[config.mk]
export PLATFORM = sky130hd
export DESIGN_NAME = tagged_handle_slot_table
export DESIGN_NICKNAME = d
export VERILOG_FILES = /design/src/thst_pkg.sv /design/src/thst_free_find.sv /design/src/thst_ctrl.sv /design/src/thst_dpath.sv /design/src/tagged_handle_slot_table.sv
export VERILOG_INCLUDE_DIRS = /design/src /design/src/src
export SDC_FILE = /design/constraint.sdc
export NUM_CORES = 1
export LEC_CHECK = 0
export ABC_AREA = 1
export BUFFER_PORTS_ARGS = -buffer_cell sky130_fd_sc_hd__buf_4
export CAP_MARGIN = 5
export CORE_MARGIN = 4
export CORE_UTILIZATION = 55
export CTS_CLUSTER_DIAMETER = 60
export DETAILED_ROUTE_END_ITERATION = 16
export PLACE_DENSITY = 0.69
export RECOVER_POWER = 25
export SYNTH_ARGS = -nofsm -noshare
export SYNTH_HDL_FRONTEND = slang
export SYNTH_SLANG_ARGS = --single-unit
[constraint.sdc]
create_clock -name clk_i -period 12.01 [get_ports clk_i]
set_input_delay 0 -clock clk_i [delete_from_list [all_inputs] [get_ports clk_i]]
set_output_delay 0 -clock clk_i [all_outputs]
set_load 0.05 [all_outputs]
[src/tagged_handle_slot_table_macros.svh]
// ----------------------------------------------------------------------------
// Assertion macros for the handle slot table
// ----------------------------------------------------------------------------
`ifndef TAGGED_HANDLE_SLOT_TABLE_MACROS_SVH
`define TAGGED_HANDLE_SLOT_TABLE_MACROS_SVH

// same-cycle implication, disabled during reset
`define THST_ASSERT_IMP(label, ante, cons) \
  label: assert property (@(posedge clk_i) disable iff (!rst_ni) (ante) |-> (cons)) \
    else $error("handle table assertion failed");

// next-cycle implication, disabled during reset
`define THST_ASSERT_NXT(label, ante, cons) \
  label: assert property (@(posedge clk_i) disable iff (!rst_ni) (ante) |=> (cons)) \
    else $error("handle table assertion failed");

`endif

[src/thst_pkg.sv]
// ----------------------------------------------------------------------------
// thst_pkg
// Shared widths, codes and types of the handle slot table.
// ----------------------------------------------------------------------------
package thst_pkg;

  localparam int unsigned ID_W      = 16;
  localparam int unsigned REQ_W     = 2;
  localparam int unsigned IN_IDX_W  = 7;
  localparam int unsigned OUT_IDX_W = 6;
  localparam int unsigned LIVE_W    = 7;
  localparam int unsigned STAT_W    = 3;

  localparam int SLOTS_DEF  = 64;
  localparam int MAX_ID_DEF = 32767;

  localparam logic [REQ_W-1:0] REQ_INSERT = 2'd0;
  localparam logic [REQ_W-1:0] REQ_REMOVE = 2'd1;
  localparam logic [REQ_W-1:0] REQ_LOOKUP = 2'd2;

  localparam logic [STAT_W-1:0] STAT_OK       = 3'd0;
  localparam logic [STAT_W-1:0] STAT_FULL     = 3'd1;
  localparam logic [STAT_W-1:0] STAT_ID_BIG   = 3'd2;
  localparam logic [STAT_W-1:0] STAT_IDX_RNG  = 3'd3;
  localparam logic [STAT_W-1:0] STAT_EMPTY    = 3'd4;
  localparam logic [STAT_W-1:0] STAT_MISMATCH = 3'd5;

  typedef struct packed {
    logic capture;
    logic execute;
  } thst_cmd_t;

endpackage

[src/thst_free_find.sv]
// ----------------------------------------------------------------------------
// thst_free_find
// Lowest free slot search: registered per-group summary, then group select.
// ----------------------------------------------------------------------------
module thst_free_find
  import thst_pkg::*;
#(
  parameter int SLOTS = SLOTS_DEF
) (
  input  logic                       clk_i,
  input  logic                       rst_ni,
  input  logic [SLOTS-1:0]           valid_i,
  output logic                       found_o,
  output logic [$clog2(SLOTS)-1:0]   index_o
);

  localparam int IW = $clog2(SLOTS);
  localparam int GS = 8;
  localparam int NG = (SLOTS + GS - 1) / GS;
  localparam int GW = (NG > 1) ? $clog2(NG) : 1;

  logic [NG*GS-1:0] pad;
  logic [NG-1:0]    grp_any_d, grp_any_q;
  logic [2:0]       grp_off_d [NG];
  logic [2:0]       grp_off_q [NG];
  logic [GW-1:0]    sel;

  for (genvar b = 0; b < NG*GS; b++) begin : g_pad
    if (b < SLOTS) begin : g_real
      assign pad[b] = valid_i[b];
    end else begin : g_fill
      assign pad[b] = 1'b1;
    end
  end

  always_comb begin
    for (int g = 0; g < NG; g++) begin
      grp_any_d[g] = 1'b0;
      grp_off_d[g] = 3'd0;
      for (int j = GS - 1; j >= 0; j--) begin
        if (!pad[g*GS + j]) begin
          grp_any_d[g] = 1'b1;
          grp_off_d[g] = 3'(j);
        end
      end
    end
  end

  always_ff @(posedge clk_i or negedge rst_ni) begin
    if (!rst_ni) begin
      grp_any_q <= '0;
    end else begin
      grp_any_q <= grp_any_d;
    end
  end

  always_ff @(posedge clk_i) begin
    grp_off_q <= grp_off_d;
  end

  always_comb begin
    sel = '0;
    for (int g = NG - 1; g >= 0; g--) begin
      if (grp_any_q[g]) begin
        sel = GW'(g);
      end
    end
  end

  assign found_o = |grp_any_q;
  assign index_o = IW'(32'(sel) * GS + 32'(grp_off_q[sel]));

endmodule

[src/thst_ctrl.sv]
// ----------------------------------------------------------------------------
// thst_ctrl
// Two-step controller: capture a transaction, then execute it into the
// output register once that register is free.
// ----------------------------------------------------------------------------
module thst_ctrl
  import thst_pkg::*;
(
  input  logic      clk_i,
  input  logic      rst_ni,
  input  logic      in_valid_i,
  output logic      in_stall_o,
  output logic      out_valid_o,
  input  logic      out_stall_i,
  output thst_cmd_t cmd_o
);

  typedef enum logic [1:0] {
    ST_IDLE = 2'b01,
    ST_RUN  = 2'b10
  } state_e;

  state_e state_q, state_d;
  logic   out_valid_q, out_valid_d;
  logic   out_free;

  assign out_free      = !out_valid_q || !out_stall_i;
  assign in_stall_o    = (state_q != ST_IDLE);
  assign cmd_o.capture = in_valid_i && (state_q == ST_IDLE);
  assign cmd_o.execute = (state_q == ST_RUN) && out_free;

  always_comb begin
    state_d = state_q;
    case (state_q)
      ST_IDLE: begin
        if (cmd_o.capture) state_d = ST_RUN;
      end
      ST_RUN: begin
        if (out_free) state_d = ST_IDLE;
      end
      default: state_d = ST_IDLE;
    endcase
  end

  always_comb begin
    out_valid_d = out_valid_q;
    if (cmd_o.execute) begin
      out_valid_d = 1'b1;
    end else if (!out_stall_i) begin
      out_valid_d = 1'b0;
    end
  end

  always_ff @(posedge clk_i or negedge rst_ni) begin
    if (!rst_ni) begin
      state_q     <= ST_IDLE;
      out_valid_q <= 1'b0;
    end else begin
      state_q     <= state_d;
      out_valid_q <= out_valid_d;
    end
  end

  assign out_valid_o = out_valid_q;

endmodule

[src/thst_dpath.sv]
// ----------------------------------------------------------------------------
// thst_dpath
// Slot valid bits, tag memory, id counter, occupancy count and result
// register of the handle slot table.
// ----------------------------------------------------------------------------
module thst_dpath
  import thst_pkg::*;
#(
  parameter int SLOTS  = SLOTS_DEF,
  parameter int MAX_ID = MAX_ID_DEF
) (
  input  logic                 clk_i,
  input  logic                 rst_ni,
  input  thst_cmd_t            cmd_i,
  input  logic                 cfg_we_i,
  input  logic [ID_W-1:0]      cfg_wdata_i,
  input  logic [REQ_W-1:0]     req_type_i,
  input  logic [ID_W-1:0]      entry_id_i,
  input  logic [IN_IDX_W-1:0]  entry_index_i,
  output logic [STAT_W-1:0]    status_o,
  output logic [ID_W-1:0]      handle_id_o,
  output logic [OUT_IDX_W-1:0] handle_index_o,
  output logic [LIVE_W-1:0]    live_count_o
);

  localparam int IW = $clog2(SLOTS);
  localparam int CW = $clog2(SLOTS + 1);

  logic [REQ_W-1:0]    req_q;
  logic [ID_W-1:0]     id_q;
  logic [IN_IDX_W-1:0] idx_q;
  logic [ID_W-1:0]     tag_rd_q;
  logic [ID_W-1:0]     tag_mem [SLOTS];

  logic [SLOTS-1:0]    valid_q, valid_d;
  logic [ID_W-1:0]     ctr_q, ctr_d;
  logic [CW-1:0]       cnt_q, cnt_d;

  logic                free_found;
  logic [IW-1:0]       free_idx;
  logic [IW-1:0]       slot;
  logic                in_range;
  logic                slot_valid;
  logic [ID_W-1:0]     fresh;
  logic                tag_we;

  logic [STAT_W-1:0]    stat_d, stat_q;
  logic [ID_W-1:0]      hid_d, hid_q;
  logic [OUT_IDX_W-1:0] hidx_d, hidx_q;
  logic [LIVE_W-1:0]    live_q;

  thst_free_find #(
    .SLOTS (SLOTS)
  ) u_free_find (
    .clk_i   (clk_i),
    .rst_ni  (rst_ni),
    .valid_i (valid_q),
    .found_o (free_found),
    .index_o (free_idx)
  );

  assign slot       = IW'(idx_q);
  assign in_range   = (32'(idx_q) < SLOTS);
  assign slot_valid = in_range && valid_q[slot];
  assign fresh      = (32'(ctr_q) >= MAX_ID) ? ID_W'(1) : ctr_q + ID_W'(1);

  always_comb begin
    valid_d = valid_q;
    ctr_d   = ctr_q;
    cnt_d   = cnt_q;
    tag_we  = 1'b0;
    stat_d  = STAT_OK;
    hid_d   = '0;
    hidx_d  = idx_q[OUT_IDX_W-1:0];
    case (req_q)
      REQ_INSERT: begin
        hidx_d = '0;
        if (!free_found) begin
          stat_d = STAT_FULL;
        end else begin
          hid_d             = fresh;
          hidx_d            = OUT_IDX_W'(free_idx);
          valid_d[free_idx] = 1'b1;
          ctr_d             = fresh;
          cnt_d             = cnt_q + CW'(1);
          tag_we            = 1'b1;
        end
      end
      REQ_REMOVE: begin
        if (!in_range) begin
          stat_d = STAT_IDX_RNG;
        end else if (!slot_valid) begin
          stat_d = STAT_EMPTY;
        end else begin
          valid_d[slot] = 1'b0;
          cnt_d         = cnt_q - CW'(1);
        end
      end
      REQ_LOOKUP: begin
        if (32'(id_q) > MAX_ID) begin
          stat_d = STAT_ID_BIG;
        end else if (!in_range) begin
          stat_d = STAT_IDX_RNG;
        end else if (!slot_valid) begin
          stat_d = STAT_EMPTY;
        end else if (tag_rd_q != id_q) begin
          stat_d = STAT_MISMATCH;
        end else begin
          hid_d = id_q;
        end
      end
      default: begin
        hidx_d = '0;
      end
    endcase
  end

  always_ff @(posedge clk_i or negedge rst_ni) begin
    if (!rst_ni) begin
      valid_q <= '0;
      ctr_q   <= '0;
      cnt_q   <= '0;
    end else begin
      if (cmd_i.execute) begin
        valid_q <= valid_d;
        cnt_q   <= cnt_d;
      end
      if (cfg_we_i) begin
        ctr_q <= cfg_wdata_i;
      end else if (cmd_i.execute) begin
        ctr_q <= ctr_d;
      end
    end
  end

  always_ff @(posedge clk_i) begin
    if (cmd_i.capture) begin
      req_q <= req_type_i;
      id_q  <= entry_id_i;
      idx_q <= entry_index_i;
    end
    if (cmd_i.execute) begin
      stat_q <= stat_d;
      hid_q  <= hid_d;
      hidx_q <= hidx_d;
      live_q <= LIVE_W'(cnt_d);
    end
  end

  always_ff @(posedge clk_i) begin
    if (cmd_i.execute && tag_we) begin
      tag_mem[free_idx] <= fresh;
    end
    if (cmd_i.capture) begin
      tag_rd_q <= tag_mem[IW'(entry_index_i)];
    end
  end

  assign status_o       = stat_q;
  assign handle_id_o    = hid_q;
  assign handle_index_o = hidx_q;
  assign live_count_o   = live_q;

endmodule

[src/tagged_handle_slot_table.sv]
// ----------------------------------------------------------------------------
// tagged_handle_slot_table
// Generational handle table: insert, remove by slot and lookup by id and slot.
// ----------------------------------------------------------------------------
// Usage:
//   Request channel (in_valid_i / in_stall_o) carries req_type_i, entry_id_i
//   and entry_index_i; a transaction is taken when valid is high and stall
//   is low. Result channel (out_valid_o / out_stall_i) carries status_o,
//   handle_id_o, handle_index_o and live_count_o, one result per request.
//   Each request passes the controller's capture step (tag memory read,
//   registered free-slot summary) and then its execute step, which loads
//   the result into the output register; a new request is taken only after
//   the current one has executed.
//   A stalled result holds; the controller waits in its execute step until
//   the output register frees, then takes the next request.
//   cfg_we_i loads the id counter from cfg_wdata_i; write only when idle.
//   Reset empties every slot, clears the count and the id counter; the tag
//   memory keeps no reset and needs no clearing pass.
// ----------------------------------------------------------------------------
`include "tagged_handle_slot_table_macros.svh"

module tagged_handle_slot_table
  import thst_pkg::*;
#(
  parameter int SLOTS  = SLOTS_DEF,
  parameter int MAX_ID = MAX_ID_DEF
) (
  input  logic                 clk_i,
  input  logic                 rst_ni,
  input  logic                 cfg_we_i,
  input  logic [ID_W-1:0]      cfg_wdata_i,
  input  logic                 in_valid_i,
  output logic                 in_stall_o,
  input  logic [REQ_W-1:0]     req_type_i,
  input  logic [ID_W-1:0]      entry_id_i,
  input  logic [IN_IDX_W-1:0]  entry_index_i,
  output logic                 out_valid_o,
  input  logic                 out_stall_i,
  output logic [STAT_W-1:0]    status_o,
  output logic [ID_W-1:0]      handle_id_o,
  output logic [OUT_IDX_W-1:0] handle_index_o,
  output logic [LIVE_W-1:0]    live_count_o
);

  thst_cmd_t cmd;

  thst_ctrl u_ctrl (
    .clk_i       (clk_i),
    .rst_ni      (rst_ni),
    .in_valid_i  (in_valid_i),
    .in_stall_o  (in_stall_o),
    .out_valid_o (out_valid_o),
    .out_stall_i (out_stall_i),
    .cmd_o       (cmd)
  );

  thst_dpath #(
    .SLOTS  (SLOTS),
    .MAX_ID (MAX_ID)
  ) u_dpath (
    .clk_i          (clk_i),
    .rst_ni         (rst_ni),
    .cmd_i          (cmd),
    .cfg_we_i       (cfg_we_i),
    .cfg_wdata_i    (cfg_wdata_i),
    .req_type_i     (req_type_i),
    .entry_id_i     (entry_id_i),
    .entry_index_i  (entry_index_i),
    .status_o       (status_o),
    .handle_id_o    (handle_id_o),
    .handle_index_o (handle_index_o),
    .live_count_o   (live_count_o)
  );

  `THST_ASSERT_NXT(a_busy_after_take, in_valid_i && !in_stall_o, in_stall_o)
  `THST_ASSERT_NXT(a_exec_loads_out, cmd.execute, out_valid_o)
  `THST_ASSERT_IMP(a_err_zero_id, out_valid_o && (status_o != STAT_OK), handle_id_o == '0)
  `THST_ASSERT_IMP(a_id_bound, out_valid_o && (status_o == STAT_OK), 32'(handle_id_o) <= MAX_ID)

endmodule
== Word-level counts from Yosys, hierarchy flattened ==
Memories as Yosys holds them, arrays and structs flattened. A register that Yosys moved wholly into a read port is not among the register bits.
Cells that the tools add are included.
W data, S select, Z words.
Operators by class
  order comparisons: 8
  multiply operators: 0
  equality and inequality tests: 12
  divide/modulo/power cells: 0
  $add $sub $neg: 4
  multiplexer cells: 175
  bitwise gates (word level): 4
  reductions and logical operators: 35
  shifts and indexed selects: 0
Operator list (number)
  $mux W64: 3
  $mux W16: 10
  $mux W3: 48
  $pmux W64 S2: 1
  $mux W1: 82
  $and A64 B64 Y64: 1
  $not A64 Y64: 1
  $or A64 B64 Y64: 1
  $mux W2: 18
  $pmux W16 S2: 1
  $reduce_and A4 Y1: 8
  $mux W7: 3
  $reduce_and A2 Y1: 9
  $add A16 B1 Y16 const B: 1
  $ge A16 B15 Y1 const B: 1
  $gt A16 B15 Y1 const B: 1
  $ne A16 B16 Y1: 1
  $lt A6 B7 Y1 const B: 2
  $pmux W7 S2: 1
  $demux W1 S6: 2
  $ge A6 B1 Y1 const B: 2
  $ne A2 B1 Y1 const B: 6
  $pmux W6 S2: 1
  $bmux W3 S3: 1
  22 further kinds: 33
Word-level totals
  memory bits (read-only): 0
  word-level logic and storage cells: 276
  flip-flop bits (word level): 179
  RAM bits: 1024
  memories kept: 1
  bits in latches: 0
Memory list
  u_dpath.tag_mem: words 64, width 16, rd ports 1, clocked after Yosys merged registers in 1, wr ports 1, RTL line thst_dpath.sv:33  | logic [ID_W-1:0] tag_mem [SLOTS];

== Depth between registers and ports, before layout ==
Gate-level depths: netlist (run 1).
  depth in word-level cells: 20
  gate-level depth with buffers: 19
  depth with buffers taken out: 17

== Hierarchy ==
From an unflattened synthesis (run 1), not the netlist that was laid out.
Unflattened totals
  cell total of the unflattened synthesis: 4468
  area, all modules: 51326.7 um^2
Modules (own cells, without submodules)
  thst_dpath: cells each 4188, area each 49416.1 um^2, instances 1, seq. area each 35118.7 um^2
  thst_free_find: cells each 264, area each 1770.4 um^2, instances 1, seq. area each 680.7 um^2
  thst_ctrl: cells each 16, area each 140.1 um^2, instances 1, seq. area each 76.3 um^2

== Worst setup path before layout (run 1) ==
OpenSTA, ideal clock, no wires.
  path type: register to register
  from: register u_dpath.ctr_q[0]
  to: memory u_dpath.tag_mem[0][11], data pin
  library setup time: 0.721 ns
  required time: 11.289 ns
  slack: 7.439 ns
  buffers on the path: 0
  arrival: 3.849 ns
  cell stages (with the launch flop): 9
  cells stage by stage: dfrtp_1 -> ha_1 -> nand4_1 -> nor2_1 -> nand2_1 -> inv_1 -> nand4_1 -> o21ai_2 -> nor3b_1
On the way
  longest elaborated chain between the ends: 2
Ends and longest elaborated chain
  start: declaration: RTL line thst_dpath.sv:36  | logic [ID_W-1:0] ctr_q, ctr_d;
  start signal: assignment: RTL line thst_dpath.sv:129  | ctr_q <= cfg_wdata_i;
  start signal: assignment: RTL line thst_dpath.sv:131  | ctr_q <= ctr_d;
  $add A16 B1 Y16 or $ge A16 B15 Y1 (tied branches): RTL line thst_dpath.sv:65  | assign fresh = (32'(ctr_q) >= MAX_ID) ? ID_W'(1) : ctr_q + ID_W'(1);
  $mux W16 (*): RTL line thst_dpath.sv:65
  end: declaration: RTL line thst_dpath.sv:33
Mark *: on every way between the ends. The rest lies on a longest branch, timed or not.

==> results.json, run 1 <==
{
  "p_per_area_mw_per_mm2": 169,
  "synth_edf_count": 1097,
  "hold_viol_final": 0,
  "synth_xor_area_share_pct": 0.225,
  "final.setup.tns_ps": 0,
  "ir_drop_mv": 0.140,
  "reg2reg_to": "u_dpath.valid_q[40]",
  "first_iter_violations": 4967,
  "met2_usage_pct": 46.0,
  "cts_setup_buffers": 0,
  "cts_buffer_depth": 3,
  "leakage_nw": 19.7,
  "crit_path_max_fanout": 100,
  "antenna_left": 0,
  "clock_latency_ps": 740,
  "drc_errors": 0,
  "worstRegToRegCells": 15,
  "fmax_mhz": 152,
  "rows": 111,
  "synth_nets": 4418,
  "cts_made_buffers": 130,
  "synthDistinctLibCells": 49,
  "power_frac_comb_pct": 9.2,
  "cts_tree": "done",
  "p_int_mw": 7.41,
  "finalClockSkew_ps": 34.4,
  "dpl.hpwl_um": 81500,
  "swShare_pct": 24.3,
  "nFillCells": 6809,
  "pwr-share-seq_pct": 48.9,
  "grt_pass1_vias": 33806,
  "setup_viol": 0,
  "critPathLaunch": "entry_index_i[1]",
  "fin_hold_ws_ps": 117,
  "synth_top_family_by_area": "compound AO/OA/AOI/OAI gates",
  "synth_area_per_cell_sq_um": 11.6,
  "routed_wl_um": 144000,
  "maxCapViolations": 15,
  "seq_area_frac_synth_pct": 70.8,
  "syn_inst": 4365,
  "grt.total_usage_pct": 29.0,
  "layout-drive-gt1-share_pct": 9.94,
  "p_clk_share_pct": 41.9,
  "async_reset_ff_share_pct": 8.04,
  "slowest_delay_ps": 2880,
  "io_buffer_count": 79,
  "critPathCaptureType": "register",
  "power_switching_mw": 2.39,
  "muxShareOfSynthArea_pct": 0,
  "coreArea_sq_mm": 0.0915,
  "synth_compound_area_share_pct": 12.9,
  "yosys_warnings": 0,
  "area_delta_synth_final_pct": 14.1,
  "viasPerCell": 6.21,
  "met1_usage_pct": 40.4,
  "die_h_um": 312,
  "ys_ff_latch": 1219,
  "period_needed_ps": 6590,
  "arrival_ps": 7000,
  "drt-pass1-iter-count": 7,
  "clk_pin_slew_ps": 60,
  "worstMarginPinSlew_ps": 4220,
  "cp.required_ps": 12420,
  "dp.cells": 5454,
  "slowest_stage": "clkbuf_1",
  "cp_common_cell": "o21ai_0",
  "worstPathCellList": "dlygate4sd3_1 -> clkbuf_1 -> inv_6 -> buf_4 -> o21ai_0 -> o22ai_1 -> o21ai_0 -> nor2_1 -> o311ai_1 -> nand2_1",
  "antenna_found_initial": 0,
  "stdcell_count": 5775,
  "synth_ff_type": "edfxtp_1",
  "violations": "max-capacitance violations, max-slew violations",
  "grt_pass1_wl_um": 213000,
  "busiest_layer": "met2",
  "io_pins": 80,
  "overflow": 0,
  "syn_area_sq_mm": 0.0507,
  "r2r_start": "u_dpath.idx_q[0]",
  "dieWidth_um": 312,
  "rsz0062_at_grt": "false",
  "relSlewSlack_pct": -181,
  "met3_usage_pct": 5.51,
  "start_util_pct": 55.4,
  "die_area_sq_mm": 0.0971,
  "crit_type": "input port to register",
  "cts_max_level": 4,
  "synth_fa_ha_area_share_pct": 0.173,
  "grt_max_degree": 222,
  "fin_nets": 4539,
  "dr_total_vias": 35880,
  "fin_crit_sh_pct": 54.9,
  "diodes": 0,
  "worstSetupEndpoint": "u_dpath.tag_rd_q[6]",
  "hold_class": "input port to register",
  "cts-root-buf": "clkbuf_16",
  "drv_slew": 759,
  "status": "finished, violations left",
  "r2r_slack_ps": 5930,
  "routabilityCongestion": 0.904,
  "cp-start-kind": "input port",
  "yosys.area_share.simple_pct": 12.3,
  "wl_per_cell_um": 24.9,
  "clock_sinks": 1219
}
[layout make-up]
type	count	area [sq um]	area share (%)
flip-flops and latches	1219	35900	62.0
multi-input cells	2681	13300	23.0
clock buffers	170	3540	6.12
repair buffers	271	2090	3.62
well taps	1186	1480	2.57
clock inverters	65	843	1.46
inverters	183	704	1.22
[cells by family after synthesis]
family | after synthesis
AOI/OAI and AO/OA | 1157
xor gates and xnor gates | 13
adders and majority gates | 7
buffers and inverters | 465
DFF | 1219
and+or+nand+nor | 1504
[flip-flops by register name (all words and copies together) (netlist names), 6 cells and up]
signal	count
u_dpath.tag_mem	1024
u_dpath.valid_q	64
u_dpath.u_free_find.grp_off_q	24
u_dpath.ctr_q	16
u_dpath.handle_id_o	16
u_dpath.id_q	16
u_dpath.tag_rd_q	16
u_dpath.u_free_find.grp_any_q	8
u_dpath.cnt_q	7
u_dpath.idx_q	7
u_dpath.live_count_o	7
u_dpath.handle_index_o	6
[routing by layer]
layer / share of wire (%) / up-vias
met5: 0 / -
met1: 40 / 17535
met3: 9.8 / 304
met2: 47 / 2005
met4: 3.7 / 0
li1: - / 16036
[what timing repair did]
item	in CTS	in global routing
hold buffers	84	0
resized for setup	0	0
hold endpoints to repair	106	0
[worst min-delay path by stage]
stage	from	end	slack (ps)	depth (start not counted)
final	out_stall_i	u_ctrl.out_valid_o	120	4
after global routing	out_stall_i	u_ctrl.out_valid_o	110	4
after CTS	out_stall_i	u_ctrl.out_valid_o	20	4
after detailed placement	rst_ni	u_dpath.valid_q[34]	120	1
after global placement	rst_ni	u_dpath.valid_q[34]	110	1
after floorplan	rst_ni	u_ctrl.out_valid_o	-300	0
[power groups by stage]
stage	Combinational [mW]	Sequential (mW)	Clock, mW
6_report	0.902	4.79	4.11
5_1_grt	0.961	4.79	4.34
4_1_cts	0.893	4.78	4.15
3_5_place_dp	0.864	4.86	0
3_3_place_gp	0.850	4.86	0
2_1_floorplan	0.480	4.87	0
[synth_stat cells (all sizes together), types with 19 or more instances]
cell / count / area share [%]
edfxtp: 1097 / 65
nand2: 470 / 3.5
a21oi: 37 / 0.37
clkbuf: 214 / 1.6
dfxtp: 24 / 0.95
o21ai: 710 / 7.0
nand3: 112 / 1.2
o221ai: 40 / 0.69
nor3: 97 / 1.1
o211ai: 19 / 0.28
nand4: 28 / 0.36
o22ai: 285 / 3.5
dfrtp: 97 / 4.8
o21bai: 35 / 0.52
inv: 180 / 1.3
nor2: 772 / 5.8
buf: 68 / 0.74
[worst max-delay path, delay by kind of cell]
kind / cells / cell delay, ps
compound gates: 4 / 1170
simple gates: 2 / 340
buf+inv: 4 / 5290
[metrics by stage]
step	util [%]	worst slack, ps	instance area, sq um	power [mW]
after global routing	63.2	5210	57800	10.1
after CTS	63.4	7350	58100	9.82
final	63.2	5420	57800	9.80
after floorplan	-	7440	50700	5.35
after detailed placement	57.7	7340	52800	5.73
after global placement	57.7	7540	52800	5.71
[cells in the final DEF (no fill, tap or decap), types with 8 or more instances in the layout]
cell type	n
a21oi_1	36
a22oi_1	12
a31oi_1	8
buf_4	115
bufinv_16	17
clkbuf_1	82
clkbuf_16	135
clkbuf_4	19
clkinv_1	17
clkinv_2	15
dfrtp_1	97
dfxtp_1	24
dlygate4sd3_1	83
edfxtp_1	1097
inv_1	161
inv_2	15
nand2_1	469
nand3_1	105
nand4_1	27
nor2_1	760
nor3_1	22
nor3_2	72
o211ai_1	19
o21ai_0	702
o21ai_1	8
o21bai_1	35
o221ai_1	40
o22ai_1	285
or2_2	11
Note: power is estimated with default switching activity, not from simulation.
==> inputs of run 2 (changes only) <==
Settings changed: ABC_AREA 1 to 0, PLACE_DENSITY 0.69 to 0.72.
Clock period 12.01 ns to 5.4 ns, I/O delays scaled along.
==> run 2 against run 1 <==
  * The flow still finishes with violations (max-capacitance violations, max-slew violations)
  * Power increased by 100%
  * Sequential cell count unchanged
  * Clock power increased by 93%
  * Highest routed layer is now met5
==> results.json, run 2 <==
{
  "status": "finished, violations left",
  "violations": "max-capacitance violations, max-slew violations",
  "nFillCells": 5947,
  "layout-drive-gt1-share_pct": 25.6,
  "yosysMostFrequentCell": "edfxtp_1",
  "power_switching_mw": 4.46,
  "cts_buffer_depth": 3,
  "synth_area_per_cell_sq_um": 19.5,
  "io_buffer_count": 79,
  "drc_errors": 0,
  "synthDistinctLibCells": 83,
  "async_reset_ff_share_pct": 8.04,
  "yosys_warnings": 0,
  "setup_viol": 0,
  "placed_area_sq_mm": 0.0514,
  "synth_nets": 2552,
  "period_needed_ps": 4700,
  "critPathCaptureType": "register",
  "p_int_mw": 15.5,
  "worst_slack_ps": 698,
  "finalClockSkew_ps": 57.4,
  "crit_family": "buffers and inverters",
  "drt-pass1-iter-count": 5,
  "cp-start-kind": "input port",
  "fin_crit_sh_pct": 87.1,
  "rsz0062_at_grt": "false",
  "arrival_ps": 5120,
  "syn_area_sq_mm": 0.0488,
  "final_core_util_pct": 63.1,
  "clock_latency_ps": 700,
  "viasPerCell": 6.49,
  "io_pins": 80,
  "fin_nets": 2790,
  "p_clk_share_pct": 39.8,
  "synth_ff_type": "edfxtp_1",
  "synth_top_area_cell": "edfxtp_1",
  "area_delta_synth_final_pct": 14.0,
  "pwr-share-seq_pct": 53.2,
  "syn_inst": 2499,
  "grt_pass1_wl_um": 178000,
  "cp.buffers_inverters": 3,
  "clock_sinks": 1219,
  "cts-root-buf": "clkbuf_16",
  "overflow": 0,
  "final.setup.tns_ps": 0,
  "power_frac_comb_pct": 7.0,
  "synth_edf_count": 1097,
  "routabilityCongestion": 0.913,
  "drv_slew": 980,
  "max_flop_register": "u_dpath.tag_mem",
  "cts_max_level": 3,
  "total_power_mw": 19.9,
  "stdcell_count": 4003,
  "dr_total_vias": 25981,
  "cts_tree": "done",
  "fin_hold_ws_ps": 45.1,
  "antenna_found_initial": 1,
  "coreArea_sq_mm": 0.0882,
  "grt_pass1_vias": 26033,
  "cp.required_ps": 5820,
  "seq_area_frac_synth_pct": 73.4,
  "slowest_stage": "clkbuf_2",
  "cts_made_buffers": 117,
  "crit_type": "input port to register",
  "layout_commonest_cell": "edfxtp_1",
  "dieWidth_um": 306,
  "crit_path_max_fanout": 102,
  "largest_reg_flops": 1024,
  "fmax_mhz": 213,
  "dp.cells": 3709,
  "final_cell_mix": "edfxtp_1, mux4_2, nand2_1, clkbuf_16, buf_4",
  "relSlewSlack_pct": -195,
  "ctsResizeCount": 0,
  "first_iter_violations": 3243,
  "hold_class": "input port to register",
  "synthTopCellsByArea": "edfxtp_1, mux4_2, dfrtp_1, nand2_1, o21ai_0",
  "die_h_um": 306,
  "dp_slack_ps": 1150,
  "reg_top3": "u_dpath.tag_mem: 1024 flops, u_dpath.valid_q: 64 flops, u_dpath.u_free_find.grp_off_q: 24 flops",
  "cp_common_cell": "mux4_2",
  "slowest_delay_ps": 2190,
  "grt.total_usage_pct": 25.9,
  "yosysTopAreaCellShare_pct": 67.4,
  "dpl.hpwl_um": 74500,
  "hold_viol_final": 0,
  "ys_ff_latch": 1219,
  "stdcell_area_sq_mm": 0.0557,
  "rows": 109,
  "ir_drop_mv": 0.363,
  "grt_max_degree": 103,
  "die_area_sq_mm": 0.0936,
  "p_per_area_mw_per_mm2": 358,
  "leakage_nw": 17.6,
  "clk_pin_slew_ps": 60,
  "yosys-top-cells-count": "edfxtp_1, mux4_2, nand2_1, nor2_1, o21ai_0",
  "swShare_pct": 22.3,
  "worstMarginPinSlew_ps": 4430,
  "start_util_pct": 55.4,
  "wl_per_cell_um": 30.1,
  "worstPathCellList": "dlygate4sd3_1 -> clkbuf_2 -> buf_4 -> mux4_2 -> mux4_2 -> mux4_2",
  "routed_wl_um": 120000,
  "maxCapViolations": 17,
  "antenna_left": 0
}
## run 2: cell types whose count changed in the layout (fill, tap and decap cells not counted), sizes merged, moves of 23 or more
cell / change
o22ai: -280
nand2: -321
o21ai: -609
o21bai: -35
nor2: -649
o221ai: -37
inv: -153
o31ai: +23
nor3: -37
mux4: +346
nand3: -74
## run 2: cell type report
class	count	area (sq um)	area share [%]
Timing Repair Buffer	254	1960	3.52
Antenna cell	2	5.00	0.00899
Clock buffer	144	3070	5.52
Multi-Input combinational cell	1115	12500	22.5
Sequential cell	1219	35900	64.4
Inverter	30	113	0.202
Clock inverter	74	664	1.19
Tap cell	1165	1460	2.62
## run 2: per-layer routing
layer / global-route usage [%] / part of all wire, %
met1: 37.1 / 39
met2: 41.9 / 49
met3: 4.55 / 8.7
met4: 7.38 / 3.2
met5: 0 / 0.0091
## run 2: final timing paths
check | slack (ps) | from | end | cells after the start
worst max-delay path | 700 | entry_index_i[1] | u_dpath.tag_rd_q[4] | 6
worst min-delay path | 50 | entry_id_i[7] | u_dpath.id_q[7] | 2
worst max register to register | 770 | u_dpath.u_free_find.grp_any_q[2] | u_dpath.tag_mem[58][11] | 8
worst min register to register | 520 | u_dpath.valid_q[25] | u_dpath.u_free_find.grp_off_q[12] | 1
max in group asynchronous | 1910 | rst_ni | u_dpath.ctr_q[10] | 4
min in group asynchronous | 1580 | rst_ni | u_dpath.valid_q[45] | 4
## run 2: cells by family (layout without fill, tap and decap cells)
logic type | Yosys count | after routing | synth area share, %
other | 0 | 2 | 0
adders and majority gates | 7 | 7 | 0.179
xor gates and xnor gates | 30 | 30 | 0.538
muxes | 366 | 366 | 16.4
and+or+nand+nor | 437 | 437 | 4.19
buffers and inverters | 165 | 502 | 1.38
AOI/OAI and AO/OA | 275 | 275 | 3.88
DFF | 1219 | 1219 | 73.4
## run 2: repair_timing
item	4_1_cts	5_1_grt
setup buffers	0	0
endpoints found under the hold margin	109	0
hold buffers	74	0
## run 2: power groups by stage
| stage | sequential, mW | combinational (mW) | clock [mW] |
|---|---|---|---|
| CTS | 10.6 | 1.39 | 8.05 |
| global route | 10.6 | 1.48 | 8.49 |
| floorplan | 10.8 | 0.774 | 0 |
| global placement | 10.8 | 1.30 | 0 |
| detailed placement | 10.8 | 1.33 | 0 |
| finish | 10.6 | 1.39 | 7.94 |
